<file path="src/tmss_pkg.sv">
// Shared types and constants of the TCP option MSS scanner.
`default_nettype none

package tmss_pkg;

  // Option kinds and lengths.
  localparam logic [7:0] OPT_END     = 8'd0;
  localparam logic [7:0] OPT_NOP     = 8'd1;
  localparam logic [7:0] OPT_MSS     = 8'd2;
  localparam logic [7:0] MSS_OPT_LEN = 8'd4;
  localparam logic [7:0] OPT_MIN_LEN = 8'd2;

  typedef enum logic [2:0] {
    PH_KIND    = 3'd0,
    PH_MSS_LEN = 3'd1,
    PH_MSS_HI  = 3'd2,
    PH_MSS_LO  = 3'd3,
    PH_OPT_LEN = 3'd4,
    PH_SKIP    = 3'd5,
    PH_STOP    = 3'd6
  } scan_phase_t;

  typedef struct packed {
    scan_phase_t phase;
    logic [7:0]  skip_left;
    logic [7:0]  mss_high_byte;
    logic [15:0] mss_running;
    logic        lowered;
    logic        aborted;
  } scan_state_t;

  typedef struct packed {
    logic [7:0]  opt_byte;
    logic        first_byte;
    logic        last_byte;
    logic [15:0] current_mss;
  } scan_item_t;

endpackage

`default_nettype wire

</file>
<file path="src/tcp_option_mss_scan_unit.sv">
// Top level of the TCP option MSS scanner: input register, scan step, result register.
//
// Usage:
//   Option-area bytes of a TCP header enter on the s_axis stream, one byte per
//   transfer. tuser marks the first byte of an area (it restarts the scan and
//   samples current_mss); tlast marks the last byte. Each transfer with tlast
//   produces exactly one result on m_axis: the resulting MSS in tdata, and in
//   tuser whether an MSS option lowered it and whether the scan was stopped
//   early (END, a length below 2 in an unknown option, or a cut-off MSS option).
//   Other bytes produce no result.
//
//   A byte is held in the input register and scanned by the step; for a byte
//   with tlast the result is loaded into the result register on m_axis.
//   Throughput: one byte per cycle unless a tlast byte waits on the result register.
//
//   Reset (rst, synchronous) empties both registers and returns the scan to
//   "expect option kind" with a running MSS of zero.
//   When the receiver stalls, bytes without tlast keep flowing through the
//   scan; a byte with tlast waits in the input register until the result
//   register is free, and s_axis_tready then drops.
`default_nettype none

module tcp_option_mss_scan_unit
  import tmss_pkg::*;
(
  input  wire logic        clk,
  input  wire logic        rst,

  input  wire logic        s_axis_tvalid,
  output logic             s_axis_tready,
  input  wire logic [23:0] s_axis_tdata,   // [7:0] opt_byte, [23:8] current_mss
  input  wire logic        s_axis_tuser,   // [0] first_byte
  input  wire logic        s_axis_tlast,   // last_byte

  output logic             m_axis_tvalid,
  input  wire logic        m_axis_tready,
  output logic [15:0]      m_axis_tdata,   // [15:0] result_mss
  output logic [1:0]       m_axis_tuser    // [0] mss_lowered, [1] scan_aborted
);

  // Input register
  logic        in_valid;
  scan_item_t  in_item;

  // Scan state
  scan_state_t state;
  scan_state_t state_next;

  // Result register
  logic        out_valid;
  logic [15:0] out_mss;
  logic        out_lowered;
  logic        out_aborted;

  logic accept;
  logic consume;
  logic load_out;

  // A byte with tlast needs the result register free; others always pass.
  assign consume  = in_valid && (!in_item.last_byte || !out_valid || m_axis_tready);
  assign load_out = consume && in_item.last_byte;
  assign s_axis_tready = !in_valid || consume;
  assign accept   = s_axis_tvalid && s_axis_tready;

  tmss_step u_step (
    .state_cur (state),
    .item      (in_item),
    .state_out (state_next)
  );

  always_ff @(posedge clk) begin
    if (rst) begin
      in_valid <= 1'b0;
    end else if (accept) begin
      in_valid <= 1'b1;
    end else if (consume) begin
      in_valid <= 1'b0;
    end
  end

  always_ff @(posedge clk) begin
    if (accept) begin
      in_item.opt_byte    <= s_axis_tdata[7:0];
      in_item.current_mss <= s_axis_tdata[23:8];
      in_item.first_byte  <= s_axis_tuser;
      in_item.last_byte   <= s_axis_tlast;
    end
  end

  // all-zero state: phase PH_KIND, running MSS zero
  always_ff @(posedge clk) begin
    if (rst) begin
      state <= '0;
    end else if (consume) begin
      state <= state_next;
    end
  end

  always_ff @(posedge clk) begin
    if (rst) begin
      out_valid <= 1'b0;
    end else if (load_out) begin
      out_valid <= 1'b1;
    end else if (m_axis_tready) begin
      out_valid <= 1'b0;
    end
  end

  always_ff @(posedge clk) begin
    if (load_out) begin
      out_mss     <= state_next.mss_running;
      out_lowered <= state_next.lowered;
      out_aborted <= state_next.aborted;
    end
  end

  assign m_axis_tvalid = out_valid;
  assign m_axis_tdata  = out_mss;
  assign m_axis_tuser  = {out_aborted, out_lowered};

`ifndef SYNTHESIS
  a_stall_cause: assert property (@(posedge clk) disable iff (rst)
    !s_axis_tready |-> in_valid && in_item.last_byte && out_valid && !m_axis_tready)
    else $error("input stalled without a blocked result");

  a_no_overwrite: assert property (@(posedge clk) disable iff (rst)
    load_out |-> !out_valid || m_axis_tready)
    else $error("result register overwritten while held");

  a_stop_after_last: assert property (@(posedge clk) disable iff (rst)
    load_out |=> state.phase == PH_STOP && state.skip_left == 8'd0)
    else $error("scan not stopped after last byte");

  a_skip_phase: assert property (@(posedge clk) disable iff (rst)
    state.skip_left != 8'd0 |-> state.phase == PH_SKIP)
    else $error("skip count left outside skip phase");
`endif

endmodule

`default_nettype wire

</file>
<file path="src/tmss_step.sv">
// Next-state logic of the option scan for one option byte.
`default_nettype none

module tmss_step
  import tmss_pkg::*;
(
  input  scan_state_t state_cur,
  input  scan_item_t  item,
  output scan_state_t state_out
);

  function automatic scan_state_t take_kind(input scan_state_t s, input logic [7:0] b);
    scan_state_t r;
    r = s;
    if (b == OPT_END) begin
      r.phase   = PH_STOP;
      r.aborted = 1'b1;
    end else if (b == OPT_NOP) begin
      r.phase = PH_KIND;
    end else if (b == OPT_MSS) begin
      r.phase = PH_MSS_LEN;
    end else begin
      r.phase = PH_OPT_LEN;
    end
    return r;
  endfunction

  scan_state_t st;
  scan_state_t nx;
  logic [15:0] mss_val;
  logic [7:0]  skip_dec;
  logic [7:0]  skip_len;

  always_comb begin
    st = state_cur;
    if (item.first_byte) begin
      st             = '0;
      st.phase       = PH_KIND;
      st.mss_running = item.current_mss;
    end

    nx       = st;
    mss_val  = {st.mss_high_byte, item.opt_byte};
    skip_dec = (st.skip_left != 8'd0) ? (st.skip_left - 8'd1) : st.skip_left;
    skip_len = item.opt_byte - OPT_MIN_LEN;

    unique case (st.phase)
      PH_KIND: begin
        nx = take_kind(st, item.opt_byte);
      end
      PH_MSS_LEN: begin
        if (item.opt_byte == MSS_OPT_LEN) begin
          nx.phase = PH_MSS_HI;
        end else begin
          // wrong MSS length: reread this byte as a kind
          nx = take_kind(st, item.opt_byte);
        end
      end
      PH_MSS_HI: begin
        nx.mss_high_byte = item.opt_byte;
        nx.phase         = PH_MSS_LO;
      end
      PH_MSS_LO: begin
        if (mss_val < st.mss_running) begin
          nx.mss_running = mss_val;
          nx.lowered     = 1'b1;
        end
        nx.phase = PH_KIND;
      end
      PH_OPT_LEN: begin
        if (item.opt_byte < OPT_MIN_LEN) begin
          nx.phase   = PH_STOP;
          nx.aborted = 1'b1;
        end else begin
          nx.skip_left = skip_len;
          nx.phase     = (skip_len == 8'd0) ? PH_KIND : PH_SKIP;
        end
      end
      PH_SKIP: begin
        nx.skip_left = skip_dec;
        if (skip_dec == 8'd0) begin
          nx.phase = PH_KIND;
        end
      end
      default: begin
        nx.phase = PH_STOP;
      end
    endcase

    if (item.last_byte) begin
      // MSS option cut off by the end of the area
      if (nx.phase == PH_MSS_LEN || nx.phase == PH_MSS_HI || nx.phase == PH_MSS_LO) begin
        nx.aborted = 1'b1;
      end
      nx.phase     = PH_STOP;
      nx.skip_left = 8'd0;
    end

    state_out = nx;
  end

endmodule

`default_nettype wire

</file>
<file path="config.mk">
export PLATFORM = sky130hd
export DESIGN_NAME = tcp_option_mss_scan_unit
export DESIGN_NICKNAME = d
export VERILOG_FILES = /design/src/tmss_pkg.sv /design/src/tcp_option_mss_scan_unit.sv /design/src/tmss_step.sv
export SDC_FILE = /design/constraint.sdc
export NUM_CORES = 1
export LEC_CHECK = 0
export BUFFER_PORTS_ARGS = -buffer_cell sky130_fd_sc_hd__buf_2
export CORE_UTILIZATION = 30
export CTS_CLUSTER_SIZE = 20
export DETAILED_ROUTE_END_ITERATION = 10
export GPL_TIMING_DRIVEN = 0
export PLACE_DENSITY_LB_ADDON = 0.05
export SETUP_SLACK_MARGIN = 0.2
export SLEW_MARGIN = 25
export SYNTH_ARGS = -nofsm -noshare
export SYNTH_HDL_FRONTEND = slang
export SYNTH_SLANG_ARGS = --single-unit
</file>
<file path="constraint.sdc">
create_clock -name clk -period 4.1 [get_ports clk]
set_input_delay 0.615 -clock clk [delete_from_list [all_inputs] [get_ports clk]]
set_output_delay 0.615 -clock clk [all_outputs]
set_load 0.01 [all_outputs]
</file>
Yosys cells after proc, flatten, opt, wreduce, memory -nomap -nowiden. Index checks and enable logic that the tools add are counted.

Mux-type cells: 26. $lt $le $gt $ge: 2. Reductions and logical operators: 18. Add/sub/neg operators: 2. Equality and inequality tests: 11.

Operators by type and width (count): 2-to-1 mux 37 bit (1); case mux 17 bit (2 select lines) (1); zero test 8 bit (3); case mux 8 bit (3 select lines) (1); 2-to-1 mux 3 bit (7); case mux 3 bit (6 select lines) (1); 2-to-1 mux 17 bit (1); less-than comparator 16 bit (1); 2-to-1 mux 8 bit (2); case mux 8 bit (2 select lines) (1); equality test 3 x 2 -> 1 bit (second input constant) (4); 2-to-1 mux 11 bit (1); 2-to-1 mux 1 bit (9); equality test 8 x 1 -> 1 bit (second input constant) (1); equality test 8 x 2 -> 1 bit (second input constant) (1); equality test 8 x 3 -> 1 bit (second input constant) (1); less-than comparator 8 x 2 -> 1 bit (second input constant) (1); nonzero test 8 bit (1); subtractor 8 x 1 -> 8 bit (second input constant) (1); subtractor 8 x 2 -> 8 bit (second input constant) (1); equality test 3 x 1 -> 1 bit (second input constant) (2); equality test 3 bit (second input constant) (2); logical OR 1 bit (5); nonzero test 2 bit (2); 4 further kinds (8).

Bits in registers: 83. Input port bits: 30. Logic and storage cells: 74. Output and inout port bits: 20.

Depth between registers and ports, before layout.
Word-level depth: 11. Depth in mapped cells: 14. Mapped depth without buffers: 10.

Modules after synthesis. Synthesis repeated with hierarchy kept, for this count alone.

Cell total of the unflattened synthesis: 471. Area total of the unflattened synthesis: 4804.6 µm².

By module, submodules not included: tcp_option_mss_scan_unit (times used 1, cells an instance 217, seq. area each 2102.0 µm², area each 3094.2 µm²); tmss_step (times used 1, cells an instance 254, seq. area each 0.0 µm², area each 1710.4 µm²).

Worst setup path before layout. No wires, ideal clock.

Path kind: reg-to-reg. Start point: register in_item[17] (netlist bit). End point: register out_mss[0], in the netlist m_axis_tdata[0], data pin. Data arrival time: 3163 ps. Library setup time: 264 ps. Cell stages (with the launch flop): 12. Path slack: 673 ps. Required time: 3836 ps. Period minus slack after synthesis: 3427 ps. Path buffers: 4. Cells stage by stage: edfxtp_1 > clkbuf_1 > clkbuf_1 > buf_1 > mux2i_1 > ha_1 > or4_1 > o211ai_1 > a221oi_1 > a211oi_2 > buf_2 > mux2i_1.

RTL lines: start, declared (line tcp_option_mss_scan_unit.sv:43) `scan_item_t in_item;`; end signal, assigned (line tcp_option_mss_scan_unit.sv:111) `out_mss <= state_next.mss_running;`; end, declared (line tcp_option_mss_scan_unit.sv:51) `logic [15:0] out_mss;`.

Final worst setup path.
Start point: register in_item[17] (netlist bit). End point: register state[10] (netlist bit).

Longest elaborated chain between the ends: 4.

Ends and longest elaborated chain: 2-to-1 mux 37 bit (*) (line tmss_step.sv:36) `if (item.first_byte) begin`; less-than comparator 16 bit (line tmss_step.sv:64) `if (mss_val < st.mss_running) begin`; 2-to-1 mux 17 bit (line tmss_step.sv:64); case mux 17 bit (2 select lines) (*) (line tmss_step.sv:47) `unique case (st.phase)`; end signal, assigned (line tcp_option_mss_scan_unit.sv:95) `state <= state_next;`; end, declared (line tcp_option_mss_scan_unit.sv:46) `scan_state_t state;`.

Every way passes the cells marked *; elsewhere a longest branch is shown, timed or not. A chain may end at the register's enable or synchronous reset.

==> flow_metrics.tcl <==
set metrics [dict create \
    final_util_pct 37.0 \
    num_rows 44 \
    grt_max_degree 20 \
    vias 3593 \
    synth_warnings 0 \
    fin_crit_ps 3610 \
    wl_per_cell_um 18.3 \
    route.detailed.drc 0 \
    netlist-cell-type-count 67 \
    path_cells "clkbuf_2 > clkbuf_4 > inv_1 > clkbuf_2 > nand2_1 > inv_1 > ha_1 > and4_1 > o211ai_1 > a221oi_2 > a211oi_4 > buf_12 > a21oi_4 > buf_2 > o2bb2ai_1" \
    stdcell_area_um2 5380 \
    fin_skew_ps 4.18 \
    async_flop_share_pct 0 \
    fin_crit_sh_pct 88.1 \
    die_w_um 124 \
    die_h_um 124 \
    endpoint "state[10]" \
    routed_via_density 5.23 \
    htreeDepth 3 \
    initial_core_util_pct 30.8 \
    hpwl_mm 9.16 \
    hp-class "input pin to register" \
    place_area_um2 5000 \
    reg2reg_depth 15 \
    syn-num-nets 483 \
    dr.pass1.iters 4 \
    tns_ps 0 \
    crit_path_start_kind "register" \
    worstHoldPathCells 1 \
    first_iter_violations 164 \
    cts_hold_repair.buffers 0 \
    r2r-end "state[10]" \
    fp.dieArea_um2 15400 \
    clk_pin_slew_worst_paths_ps 60 \
    grt-ovfl-total 0 \
    synthFlopType "edfxtp_1" \
    end_kind "register" \
    synth_most_common_cell "edfxtp_1" \
    reg2reg_from "in_item[17]" \
    synth_top_area_share_pct 29.5 \
    port_buffers 49 \
    place_congestion 0.824 \
    crit_type "register to register" \
    syn-mean-instance-area_um2 10.3 \
    diodes 0 \
    tightestPinTransition_ps 652 \
    timing.fmax_mhz 277 \
    cts_max_path_buffers 2 \
    post-synth-top-area-cell "edfxtp_1" \
    nets 545 \
    ys_ff_latch 83 \
    crit_family "buffers and inverters" \
    max_cap_viol_count 0 \
    grt_pass1_vias 3604 \
    core_um2 14500 \
    cts_root_buf "clkbuf_16" \
    final-instance-count-excl-fill 687 \
    status "completed" \
    final_layout_size_suffix_gt1_share_pct 18.9 \
    synth_seq_area_share_pct 46.9 \
    worstPathArrival_ps 3880 \
    pwr_density_cell_nw_per_um2 376 \
    rsz0062_at_grt "true" \
    synth.area.top_cells "edfxtp_1, dfxtp_1, mux2i_1, a22oi_1, ha_1" \
    whs_ps 443 \
    hold_viol 0 \
    antenna_found_initial 0 \
    drv_slew 0 \
    pin_count 50 \
    reg2reg_slack_ps 490 \
    synth_cells 436 \
    dp.cells 670 \
    grt_pass1_wl_mm 19.8 \
    cts_tree "yes" \
    crit_path_start "in_item[17]" \
    totalWireLength_mm 12.6 \
    clock_sinks 83 \
    cts_made_buffers 9 \
    syn_to_final_growth_pct 20.0 \
    cp.depth 15 \
    worstSkewPairLatency_ps 340 \
    path_buf_inv 7 \
    peakVddDrop_v 0.000160 \
    crit_required_ps 4370 \
    crit_fanout 10 \
    grt_usage_pct 17.6 \
    static-leakage-power_uw 0.00207 \
    slowest_stage "edfxtp_1" \
    setup_viol 0 \
    synth_edf_count 44 \
    relSlewSlack_pct 56.3 \
    ant_nets 0 \
    max_stage_delay_ps 380 \
    synth_area_um2 4480 \
    ys_top_cells_by_count "edfxtp_1, dfxtp_1, mux2i_1" \
]
==> cell families after synthesis <==
family          synth area share [%]
flops                           46.9
mux                             7.60
xor+xnor                        1.56
buf+inv                         5.36
compound gates                  20.8
simple gates                    13.0
fa+ha+maj                       4.75
==> worst min path at each step <==
stage	from	endpoint	slack (ps)
5_1_grt	s_axis_tdata[4]	in_item[22]	430
2_1_floorplan	state[10]	state[10]	430
6_report	s_axis_tdata[19]	in_item[11]	440
4_1_cts	s_axis_tdata[19]	in_item[11]	430
3_3_place_gp	state[17]	state[17]	440
3_5_place_dp	state[16]	state[16]	450
==> repair_timing <==
item                                    4_1_cts  5_1_grt
pin swaps                                     0        1
setup buffers                                 0        1
endpoints found under the setup margin       34       34
gates resized for setup                       7        5
gates cloned                                  0        0
==> state kept, by name (all words and copies together) (netlist names) <==
register / count
out_aborted: 1
state: 37
in_item: 26
in_valid: 1
out_lowered: 1
m_axis_tvalid: 1
m_axis_tdata: 16
==> cell usage in the layout (no fill, tap or decap), drive strengths merged, types with 3 or more instances in the layout <==
| master | count |
|---|---|
| o211ai | 3 |
| edfxtp | 44 |
| mux2i | 34 |
| nor2b | 5 |
| clkbuf | 32 |
| nor3 | 11 |
| nand2 | 26 |
| and2 | 5 |
| o21ai | 17 |
| dfxtp | 39 |
| o2bb2ai | 16 |
| nand4 | 3 |
| a22oi | 30 |
| o221ai | 3 |
| nand3 | 6 |
| xnor2 | 6 |
| ha | 17 |
| buf | 62 |
| nor2 | 30 |
| a31oi | 5 |
| a21o | 9 |
| inv | 28 |
| a21oi | 20 |
| or3 | 4 |
==> worst reg2reg max path: cells and delay by family, from the launching register on <==
kind | cells | cell delay [ps]
AO/OA/AOI/OAI | 5 | 1000
adder cells (fa/ha/maj) | 1 | 290
buffers and inverters | 7 | 1440
flip-flops | 1 | 380
AND/OR/NAND/NOR | 2 | 440
==> where the power goes <==
part           internal, uW  switching (uW)
sequential              908            19.4
combinational          79.1             123
clock                   568             325
total                  1560             467
==> through the flow <==
step / setup WS (ps) / total power (uW)
2_1_floorplan: 673 / 1070
3_3_place_gp: -582 / 1140
3_5_place_dp: -520 / 1140
4_1_cts: 201 / 2050
5_1_grt: 199 / 2110
6_report: 487 / 2020
==> final cells by class <==
class	count	area (um2)
tap	184	230
inverter	28	105
buffer	29	148
timing repair buffer	51	293
clock inverter	2	60.1
multi-input combinational	296	2170
clock buffer	14	264
fill	1503	9160
sequential	83	2100
==> metal layers <==
layer | track usage, % | vias to the layer above | part of all wire, %
li1 | - | 1762 | -
met1 | 23.3 | 1759 | 48
met2 | 29.1 | 61 | 48
met3 | 2.38 | 11 | 2.7
met4 | 6.70 | 0 | 1.6
met5 | 0 | - | 0
No activity file was read; power rests on OpenSTA's default activity.
